$ cat src/rtl/lps_pkg.sv
package lps_pkg;

    localparam int NUM_LEDS_DEF = 8;

    localparam int KIND_W    = 2;
    localparam int INDEX_W   = 3;
    localparam int OUT_W     = 8;
    localparam int PERIOD_W  = 16;
    localparam int CFG_IDX_W = 2;
    localparam int CFG_W     = PERIOD_W;

    localparam logic [PERIOD_W-1:0] PERIOD_RESET = PERIOD_W'(1000);

    localparam logic [CFG_IDX_W-1:0] REG_RUN_MODE = CFG_IDX_W'(0);
    localparam logic [CFG_IDX_W-1:0] REG_PATTERN  = CFG_IDX_W'(1);
    localparam logic [CFG_IDX_W-1:0] REG_PERIOD   = CFG_IDX_W'(2);

    typedef enum logic [KIND_W-1:0] {
        KIND_TICK    = 2'd0,
        KIND_TOGGLE  = 2'd1,
        KIND_RESTART = 2'd2
    } t_kind;

    typedef enum logic [1:0] {
        PAT_BOUNCE     = 2'd0,
        PAT_INVERT     = 2'd1,
        PAT_WALK_RIGHT = 2'd2,
        PAT_WALK_LEFT  = 2'd3
    } t_pattern;

endpackage

$ cat src/rtl/led_pattern_sequencer_top.sv
// A result is valid once its item has passed the input register and then the
// state update into the result register; an output stall can hold it in between.
// One item per cycle while the output is not stalled; the output register and the
// input register let a new item enter while a finished result waits to be taken.
// Reset (synchronous, active low) clears the LEDs, tick counter and valid
// flags, sets the bounce direction upward and loads register defaults.
module led_pattern_sequencer_top #(
    parameter int NUM_LEDS = lps_pkg::NUM_LEDS_DEF
) (
    input  logic                          i_clk,
    input  logic                          i_rst_n,
    input  logic                          i_cfg_we,
    input  logic [lps_pkg::CFG_IDX_W-1:0] i_cfg_idx,
    input  logic [lps_pkg::CFG_W-1:0]     i_cfg_data,
    input  logic                          i_in_valid,
    output logic                          o_in_ready,
    input  logic [lps_pkg::KIND_W-1:0]    i_kind,
    input  logic [lps_pkg::INDEX_W-1:0]   i_led_index,
    output logic                          o_out_valid,
    input  logic                          i_out_ready,
    output logic [lps_pkg::OUT_W-1:0]     o_led_values,
    output logic                          o_stepped
);
    import lps_pkg::*;

    localparam int N = NUM_LEDS;
    localparam logic [N-1:0] ONE_N = N'(1);

    // configuration
    logic                r_run_mode;
    t_pattern            r_pattern;
    logic [PERIOD_W-1:0] r_period;

    // input stage
    logic               r_in_valid;
    logic [KIND_W-1:0]  r_kind;
    logic [INDEX_W-1:0] r_index;

    // state
    logic [N-1:0]        r_levels;
    logic                r_moving_up;
    logic [PERIOD_W-1:0] r_tick_count;

    // result
    logic             r_out_valid;
    logic [OUT_W-1:0] r_led_values;
    logic             r_stepped;

    logic                n_levels;
    logic [N-1:0]        n_levels_v;
    logic                n_moving_up;
    logic [PERIOD_W-1:0] n_tick_count;
    logic                w_step;
    logic                w_advance;
    logic [PERIOD_W-1:0] w_count_inc;
    logic [N-1:0]        w_init;
    logic [N-1:0]        w_low;
    logic                w_up_bounce;
    logic [N-1:0]        w_pattern_next;
    logic [OUT_W-1:0]    w_out_bits;

    assign w_advance   = !r_out_valid || i_out_ready;
    assign o_in_ready  = !r_in_valid || w_advance;
    assign o_out_valid = r_out_valid;
    assign o_led_values = r_led_values;
    assign o_stepped   = r_stepped;

    // restart values per pattern
    genvar gi;
    generate
        for (gi = 0; gi < N; gi++) begin : g_init
            always_comb begin
                unique case (r_pattern)
                    PAT_BOUNCE: w_init[gi] = (gi == 0);
                    PAT_INVERT: w_init[gi] = ((gi % 2) == 1);
                    default:    w_init[gi] = ((gi % 3) == 0);
                endcase
            end
        end
        for (gi = 0; gi < OUT_W; gi++) begin : g_out
            if (gi < N) begin : g_bit
                assign w_out_bits[gi] = n_levels_v[gi];
            end else begin : g_zero
                assign w_out_bits[gi] = 1'b0;
            end
        end
    endgenerate

    // one pattern step; lowest lit LED isolated as a one-hot vector
    always_comb begin
        w_low = r_levels & (~r_levels + ONE_N);
        if (r_levels == '0) begin
            w_low = ONE_N;
        end
        if (w_low[0] && !r_moving_up) begin
            w_up_bounce = 1'b1;
        end else if (w_low[N-1] && r_moving_up) begin
            w_up_bounce = 1'b0;
        end else begin
            w_up_bounce = r_moving_up;
        end
        unique case (r_pattern)
            PAT_BOUNCE: begin
                if (N == 1) begin
                    w_pattern_next = ONE_N;
                end else if (w_up_bounce) begin
                    w_pattern_next = (r_levels & ~w_low) | (w_low << 1);
                end else begin
                    w_pattern_next = (r_levels & ~w_low) | (w_low >> 1);
                end
            end
            PAT_INVERT:     w_pattern_next = ~r_levels;
            PAT_WALK_RIGHT: w_pattern_next = (r_levels << 1) | (r_levels >> (N - 1));
            default:        w_pattern_next = (r_levels >> 1) | (r_levels << (N - 1));
        endcase
    end

    always_comb begin
        w_count_inc  = r_tick_count + PERIOD_W'(1);
        n_levels_v   = r_levels;
        n_moving_up  = r_moving_up;
        n_tick_count = r_tick_count;
        w_step       = 1'b0;
        n_levels     = 1'b0;
        case (r_kind)
            KIND_TICK: begin
                if (r_run_mode) begin
                    n_tick_count = w_count_inc;
                    if (w_count_inc >= r_period || w_count_inc == '0) begin
                        w_step       = 1'b1;
                        n_levels     = 1'b1;
                        n_levels_v   = w_pattern_next;
                        n_tick_count = '0;
                        if (r_pattern == PAT_BOUNCE) begin
                            n_moving_up = w_up_bounce;
                        end
                    end
                end
            end
            KIND_TOGGLE: begin
                if (32'(r_index) < N) begin
                    n_levels   = 1'b1;
                    n_levels_v = r_levels ^ (ONE_N << r_index);
                end
            end
            KIND_RESTART: begin
                n_levels     = 1'b1;
                n_levels_v   = w_init;
                n_tick_count = '0;
            end
            default: begin
                n_levels = 1'b0;
            end
        endcase
    end

    always_ff @(posedge i_clk) begin
        if (!i_rst_n) begin
            r_run_mode <= 1'b0;
            r_pattern  <= PAT_BOUNCE;
            r_period   <= PERIOD_RESET;
        end else if (i_cfg_we) begin
            unique case (i_cfg_idx)
                REG_RUN_MODE: r_run_mode <= i_cfg_data[0];
                REG_PATTERN:  r_pattern  <= t_pattern'(i_cfg_data[1:0]);
                REG_PERIOD:   r_period   <= i_cfg_data[PERIOD_W-1:0];
                default:      r_run_mode <= r_run_mode;
            endcase
        end
    end

    always_ff @(posedge i_clk) begin
        if (!i_rst_n) begin
            r_in_valid <= 1'b0;
        end else if (o_in_ready) begin
            r_in_valid <= i_in_valid;
        end
        if (i_in_valid && o_in_ready) begin
            r_kind  <= i_kind;
            r_index <= i_led_index;
        end
    end

    always_ff @(posedge i_clk) begin
        if (!i_rst_n) begin
            r_levels     <= '0;
            r_moving_up  <= 1'b1;
            r_tick_count <= '0;
            r_out_valid  <= 1'b0;
        end else if (w_advance) begin
            r_out_valid <= r_in_valid;
            if (r_in_valid) begin
                if (n_levels) begin
                    r_levels <= n_levels_v;
                end
                r_moving_up  <= n_moving_up;
                r_tick_count <= n_tick_count;
            end
        end
        if (w_advance && r_in_valid) begin
            r_led_values <= w_out_bits;
            r_stepped    <= w_step;
        end
    end

    // a stepped result leaves the counter cleared until it is taken
    assert property (@(posedge i_clk) disable iff (!i_rst_n)
        r_out_valid && r_stepped |-> r_tick_count == '0)
        else $error("stepped result with nonzero tick count");

    // bounce direction changes only on a processed step
    assert property (@(posedge i_clk) disable iff (!i_rst_n)
        $past(i_rst_n) && (r_moving_up != $past(r_moving_up)) |->
            $past(w_step && r_in_valid && w_advance))
        else $error("direction changed without a step");

    // a stalled output freezes the LED state
    assert property (@(posedge i_clk) disable iff (!i_rst_n)
        r_out_valid && !i_out_ready |=> $stable(r_levels) && $stable(r_tick_count))
        else $error("state changed while output stalled");

endmodule
$ cat config.mk
export PLATFORM = sky130hd
export DESIGN_NAME = led_pattern_sequencer_top
export DESIGN_NICKNAME = d
export VERILOG_FILES = /design/src/rtl/lps_pkg.sv /design/src/rtl/led_pattern_sequencer_top.sv
export SDC_FILE = /design/constraint.sdc
export NUM_CORES = 1
export LEC_CHECK = 0
export ABC_AREA = 1
export BUFFER_PORTS_ARGS = -buffer_cell sky130_fd_sc_hd__buf_2
export CORE_MARGIN = 2
export CORE_UTILIZATION = 55
export CTS_CLUSTER_SIZE = 25
export DETAILED_ROUTE_END_ITERATION = 6
export PLACE_DENSITY = 0.75
export SLEW_MARGIN = 0
export SYNTH_ARGS = -nofsm -noshare
export SYNTH_HDL_FRONTEND = slang
export SYNTH_SLANG_ARGS = --single-unit
$ cat constraint.sdc
create_clock -name i_clk -period 3.6 [get_ports i_clk]
set_clock_uncertainty 0.2 [all_clocks]
set_input_delay 0.72 -clock i_clk [delete_from_list [all_inputs] [get_ports i_clk]]
set_output_delay 0.72 -clock i_clk [all_outputs]
set_load 0.005 [all_outputs]
==> results of run 1 <==
[logic make-up after synthesis]
family | synth area share
DFF | 0.3251
buffers and inverters | 0.1013
adders and majority gates | 0.06673
AOI/OAI and AO/OA | 0.1556
and+or+nand+nor | 0.3512
[flip-flops by register name (all words and copies together) (netlist names)]
register      flops
r_moving_up       1
o_out_valid       1
r_period         16
r_levels          8
r_pattern         2
r_index           3
r_in_valid        1
o_led_values      8
r_run_mode        1
r_kind            2
r_tick_count     16
o_stepped         1
[critical path, cell delays in order, from the launching register on]
cell and delay [ns]:
dfxtp_1 0.42, ha_2 0.25, nand3_2 0.12, nor2_4 0.20, buf_4 0.15, nand2_1 0.05
nand2_1 0.08, nand2_2 0.08, ha_1 0.27, nand2_1 0.10, o21ai_0 0.10, a21oi_1 0.19
nand2_1 0.07, nor2_1 0.21, nand2_4 0.14, nand2_4 0.16, nand2_2 0.08, nand3_4 0.16
nand2_1 0.08, nand2_1 0.07, nor2_1 0.05
[layout make-up]
class | instances | area (sq um)
clock inverter | 7 | 121.4
sequential | 60 | 1343
multi-input combinational | 464 | 2376
clock buffer | 9 | 123.9
inverter | 87 | 326.6
tap | 99 | 123.9
timing repair buffer | 43 | 227.7
fill | 665 | 2611
[power breakdown]
group	leakage (uW)	switching [uW]	total [uW]	internal, uW
Clock	0.000124	288	753	464
Sequential	0.000510	28.5	747	718
Combinational	0.00166	149	231	82.0
Total	0.00229	466	1730	1260
[worst paths after layout]
kind,startpoint,endpoint,slack [ns],cells past startpoint
worst max-delay path,r_tick_count[0],r_levels[6],0.28,20
worst min-delay path,r_period[14],r_period[14],0.26,2
worst max register to register,r_tick_count[0],r_levels[6],0.28,20
worst min register to register,r_period[14],r_period[14],0.26,2
[per-stage QoR]
step	instances	area, sq um	setup WS (ns)
after detailed placement	751	4370	0.2630
after CTS	767	4616	0.2098
after global routing	769	4642	-0.003695
after global placement	751	4370	0.3883
final	769	4642	0.2785
after floorplan	632	4125	0.6678
[placed cells by master (no fill, tap or decap), types with 2 or more instances in the layout]
cell       instances
bufinv_16          3
clkinv_1           4
edfxtp_1          14
inv_1             82
a31oi_1            4
nand2_4            3
nor2_4             3
dfxtp_1           45
o211ai_1           7
a22oi_1            8
o21ai_0           35
nand2_2            7
nand3b_1           4
nor2_2             4
o21bai_1           2
nand2_1          198
nand4_1           13
o31ai_1            7
o21a_1             2
nor3_1             4
buf_4              5
nand3_1           37
clkbuf_8           9
ha_1              21
inv_6              2
nor2_1            51
buf_2             38
a21oi_1           43
[routing by layer]
layer,up-vias,global-route usage
met3,44,0.05008
met2,187,0.4689
met5,-,0
li1,2128,-
met1,1847,0.3223
met4,0,0.1333
[timing repair]
| action | 4_1_cts | 5_1_grt |
|---|---|---|
| buffers inserted | 0 | 2 |
| hold buffers | 0 | 0 |
| setup endpoints to repair | 0 | 11 |
| resized for setup | 0 | 4 |
| hold endpoints to repair | 0 | 0 |
==> summary.txt, run 1 <==
Outcome
  – Status: finished clean

Route
  – Met3 wire len: 702 microns
  – Pre-antenna DRT Iters: 6
  – Highest metal used: met4
  – Met2 WL: 5086 microns
  – Vias per inst: 5.469
  – Drt drc: 0
  – Total number of vias: 4206
  – Final wirelength: 10480 microns
  – Detail Route Antenna Nets: 0
  – Wire per inst: 13.62 microns
  – Initial DRC count: 253
  – M1 wire length: 4246 microns

Worst setup path
  – CP Data Required Time: 3.65 ns
  – Critical path type: reg -> reg
  – Crit path max fanout: 16
  – Worst Setup Start Kind: register
  – Kind of end point of the critical path: register
  – Worst endpoint data arrival time: 3.37 ns

Floorplanning
  – Die X: 90.61 microns
  – Top Ports: 39
  – Row Count: 31
  – Die area: 8209 sq um
  – Initial Util: 0.5687
  – Core area: 7253 sq um
  – Vert. Die Dim: 90.61 microns

Finish
  – Final core occ: 0.6400
  – Area delta synth->final: 12.53%
  – Layout cells sized above 1: 0.1254
  – Antenna cell count: 0
  – # nets final: 715

Logic synthesis
  – Avg Cell Area, Syn: 6.527 sq um
  – Distinct cells, synth: 37
  – Post-synth top area share: 0.2232
  – Synth warn: 0
  – Flops & latches, synth: 60
  – Area contributors post-synth: dfxtp_1 (22%), nand2_1 (18%), edfxtp_1 (10%), inv_1 (7.5%), ha_1 (6.7%)
  – Count leader, synth: nand2_1
  – EDFF count, synth: 14
  – Synth cell count leaders: nand2_1 (198), inv_1 (82), nor2_1 (52)
  – Asr flop ratio synth: 0
  – Sequential fraction of the synthesis area: 0.3251
  – Post-Syn Nets: 682
  – Dominant cell type by area after synthesis: dfxtp_1
  – Syn Inst Count: 632
  – Most used DFF post-synth: dfxtp_1
  – Post-Syn Area: 4125 sq um

Placed design
  – Port Buffers: 38
  – DP HPWL: 7631 microns
  – Gpl congestion: 0.9582

CTS
  – Clk Latency, worst-skew pair: 0.35 ns
  – Clock root cell: clkbuf_8
  – Max Root-Sink Buffers: 2
  – TritonCTS clock tree: done
  – H-tree Lvls: 3
  – Num CTS Buffers: 9
  – Clock sink count: 60
  – Clk slew on worst S/H paths: 0.08 ns

Timing
  – Setup TNS: 0 ns
  – Post-layout min period: 3.321 ns
  – Ratio of final minimum period to clock period: 0.9226
  – Worst-margin pin slew: 0.6568 ns
  – Fmax: 301.1 MHz
  – Hold Vio Cnt, Final: 0
  – Final setup vio count: 0
  – Slew Viols, Final: 0
  – Worst hold margin: 0.2611 ns
  – Slew margin rel.: 0.5605

GRT
  – First-pass GRT wire length: 17990 microns
  – Antenna violations before repair: 0
  – Total GRT Usage: 0.2712
  – GR Overflow Total: 0
  – Vias in the first global route: 3948
  – Largest net degree at the start of global routing: 30

Hold path
  – Worst hold path class: reg -> reg

Run
  – # Max-Cap Violations: 0

Power
  – Leak pwr: 0.002294 uW
  – Max VDD drop: 0.4403 mV
  – Pwr dens: 372.7 nW/um^2
  – Overall Power: 1730 uW
(Power assumes the default switching activity.)
==> run 2: changes to the inputs <==
--- a/config.mk
+++ b/config.mk
@@ -7,11 +7,12 @@
 export LEC_CHECK = 0
 export ABC_AREA = 1
 export BUFFER_PORTS_ARGS = -buffer_cell sky130_fd_sc_hd__buf_2
+export CORE_ASPECT_RATIO = 1.5
 export CORE_MARGIN = 2
 export CORE_UTILIZATION = 55
 export CTS_CLUSTER_SIZE = 25
 export DETAILED_ROUTE_END_ITERATION = 6
-export PLACE_DENSITY = 0.75
+export PLACE_DENSITY = 0.73
 export SLEW_MARGIN = 0
 export SYNTH_ARGS = -nofsm -noshare
 export SYNTH_HDL_FRONTEND = slang
==> run 2 against run 1 <==
Effect of this change: global-route usage rose by 2.4 points; register-to-register slack improved by 0.03 ns; flip-flop and latch count did not move; hold slack improved by 0.0046 ns; sequential share of layout area rose by 0.12 points; first-iteration DRC count rose by 45%; largest power group is now registers; non-clock buffer count rose by 4; worst setup slack improved by 0.030 ns; sequential power barely moved; combinational power barely moved; total power fell by 7.3%.
==> summary.txt, run 2 (same netlist as run 1, synthesis figures left out) <==
Outcome
  – Status: finished clean

Finish
  – # fillers: 705 (+6.0%)
  – Antenna cell count: 0 (unchanged)
  – Commonest non-fill, non-tap cell in the layout: nand2_1
  – Final core occ: 0.6355 (-0.004451)
  – # nets final: 719 (+0.56%)
  – Most frequent cells in the layout: nand2_1 (198), inv_1 (82), nor2_1 (52)
  – Layout cells sized above 1: 0.1246 (-0.0007441)
  – Top flop regs: r_period (16), r_tick_count (16)
  – Area delta synth->final: 12.07%

Floorplanning
  – Core area: 7274 sq um (+0.29%)
  – Top Ports: 39 (unchanged)
  – Vert. Die Dim: 110.1 microns (+21%)
  – Initial Util: 0.5671 (-0.001663)
  – Die X: 74.71 microns (-18%)
  – Row Count: 38 (+23%)
  – Die area: 8223 sq um (+0.17%)

CTS
  – Max Root-Sink Buffers: 2 (unchanged)
  – Clk slew on worst S/H paths: 0.07 ns (about the same)
  – Num CTS Buffers: 9 (unchanged)
  – TritonCTS clock tree: done
  – H-tree Lvls: 3 (unchanged)
  – Clk Latency, worst-skew pair: 0.35 ns (about the same)
  – Clock sink count: 60 (unchanged)
  – Clock root cell: clkbuf_8

Route
  – Initial DRC count: 368 (+45%)
  – Total number of vias: 4222 (+0.38%)
  – Vias per inst: 5.455 (-0.27%)
  – Final wirelength: 11430 microns (+9.1%)
  – Pre-antenna DRT Iters: 6 (unchanged)
  – Wire per inst: 14.77 microns (+8.4%)
  – Drt drc: 0 (unchanged)
  – Detail Route Antenna Nets: 0 (unchanged)

Worst setup path
  – Most used cell, CP: nand2_1
  – Kind of end point of the critical path: register
  – Worst Setup Start Kind: register
  – Max stage delay on crit path: 0.40 ns (-0.02 ns)
  – CP Data Required Time: 3.68 ns (+0.03 ns)
  – Crit path cell chain: ha_2, nand3_2, nor2_4, nand4_1, nand2_1, inv_1, ha_1, nand2_1, nor2_1, nor3b_2, and3_1, nor2_1, nand2_4, nand2_4, nand2_2, nand3_4, nand2_1, nand2_1, nor2_1
  – Crit path max fanout: 16 (unchanged)
  – Critical path type: reg -> reg
  – CP max-delay cell: dfxtp_1
  – Worst endpoint data arrival time: 3.38 ns (about the same)

Hold path
  – Worst hold path class: reg -> reg

GRT
  – Largest net degree at the start of global routing: 30 (unchanged)
  – GR Overflow Total: 0 (unchanged)
  – First-pass GRT wire length: 18160 microns (+0.96%)
  – Antenna violations before repair: 0 (unchanged)
  – Total GRT Usage: 0.2948 (+0.02356)
  – Vias in the first global route: 3962 (+0.35%)

Placed design
  – Port Buffers: 38 (unchanged)
  – Gpl congestion: 0.9577 (about the same)
  – DP HPWL: 8486 microns (+11%)

Power
  – Leak pwr: 0.002290 uW (-0.17%)
  – Max VDD drop: 0.2696 mV (-39%)
  – Pwr dens: 347.1 nW/um^2 (-6.9%)

Run
  – # Max-Cap Violations: 0 (unchanged)

Timing
  – Final setup vio count: 0 (unchanged)
  – Ratio of final minimum period to clock period: 0.9143 (-0.008295)
  – Fmax: 303.8 MHz (+0.91%)
  – Worst-margin pin slew: 0.6402 ns (-0.01660 ns)
  – Slew margin rel.: 0.5716 (+0.01111)
  – Hold Vio Cnt, Final: 0 (unchanged)
  – RSZ-0062 raised after global routing: false
  – Slew Viols, Final: 0 (unchanged)
  – Post-layout min period: 3.292 ns (-0.02986 ns)
  – Setup TNS: 0 ns (unchanged)
run 2: cell count changes in the layout (fill, tap and decap cells not counted), sizes merged:
cell	previous run	this run
buf	43	47
clkbuf	9	14
inv	85	83
bufinv	3	1
clkinv	6	5
run 2: final timing paths:
check | slack, ns | cells past startpoint | startpoint | to
setup / recovery | 0.31 | 19 | r_tick_count[1] | r_levels[7]
hold / removal | 0.27 | 2 | r_period[14] | r_period[14]
setup reg to reg | 0.31 | 19 | r_tick_count[1] | r_levels[7]
hold reg to reg | 0.27 | 2 | r_period[14] | r_period[14]
run 2: cell type report:
| cell class | instances | area [sq um] | share of cell area |
|---|---|---|---|
| Clock buffer | 14 | 162.7 | 0.03518 |
| Clock inverter | 2 | 35.03 | 0.007578 |
| Inverter | 87 | 326.6 | 0.07064 |
| Multi-Input combinational cell | 464 | 2374 | 0.5134 |
| Sequential cell | 60 | 1343 | 0.2904 |
| Tap cell | 100 | 125.1 | 0.02706 |
| Timing Repair Buffer | 47 | 257.7 | 0.05575 |
run 2: layer usage:
layer / track usage / vias up / routed length (microns)
li1: - / 2137 / -
met1: 0.2915 / 1905 / 4104
met2: 0.5588 / 137 / 6278
met3: 0.05091 / 43 / 483
met4: 0.1658 / 0 / 565
met5: 0 / - / 0
run 2: metrics by stage:
stage          cells  setup slack [ns]  cell area [sq um]  total power [uW]  hold WS, ns
2_1_floorplan    632            0.6678               4125             916.1       0.2354
3_3_place_gp     754            0.4207               4387             985.2       0.2540
3_5_place_dp     754            0.2616               4387             990.3       0.2628
4_1_cts          770            0.2136               4584              1610       0.2688
5_1_grt          774           0.01459               4623              1675       0.2907
6_report         774            0.3084               4623              1605       0.2657
run 2: critical path: cells and delay by family, from the launching register on:
kind / cells / cell delay (ns)
adders and majority gates: 2 / 0.53
buffers and inverters: 1 / 0.06
DFF: 1 / 0.40
and+or+nand+nor: 16 / 2.02
run 2: power breakdown:
part	internal, uW	total [uW]	leakage, uW	switching (uW)
Combinational	83.5	234	0.00168	151
Clock	357	622	0.000101	265
Sequential	719	748	0.000510	29.1
run 2: what timing repair did:
action	in CTS	in global routing
endpoints found under the hold margin	0	0
buffers inserted	0	4
gates resized for setup	0	3
hold buffers	0	0
setup endpoints to repair	0	19
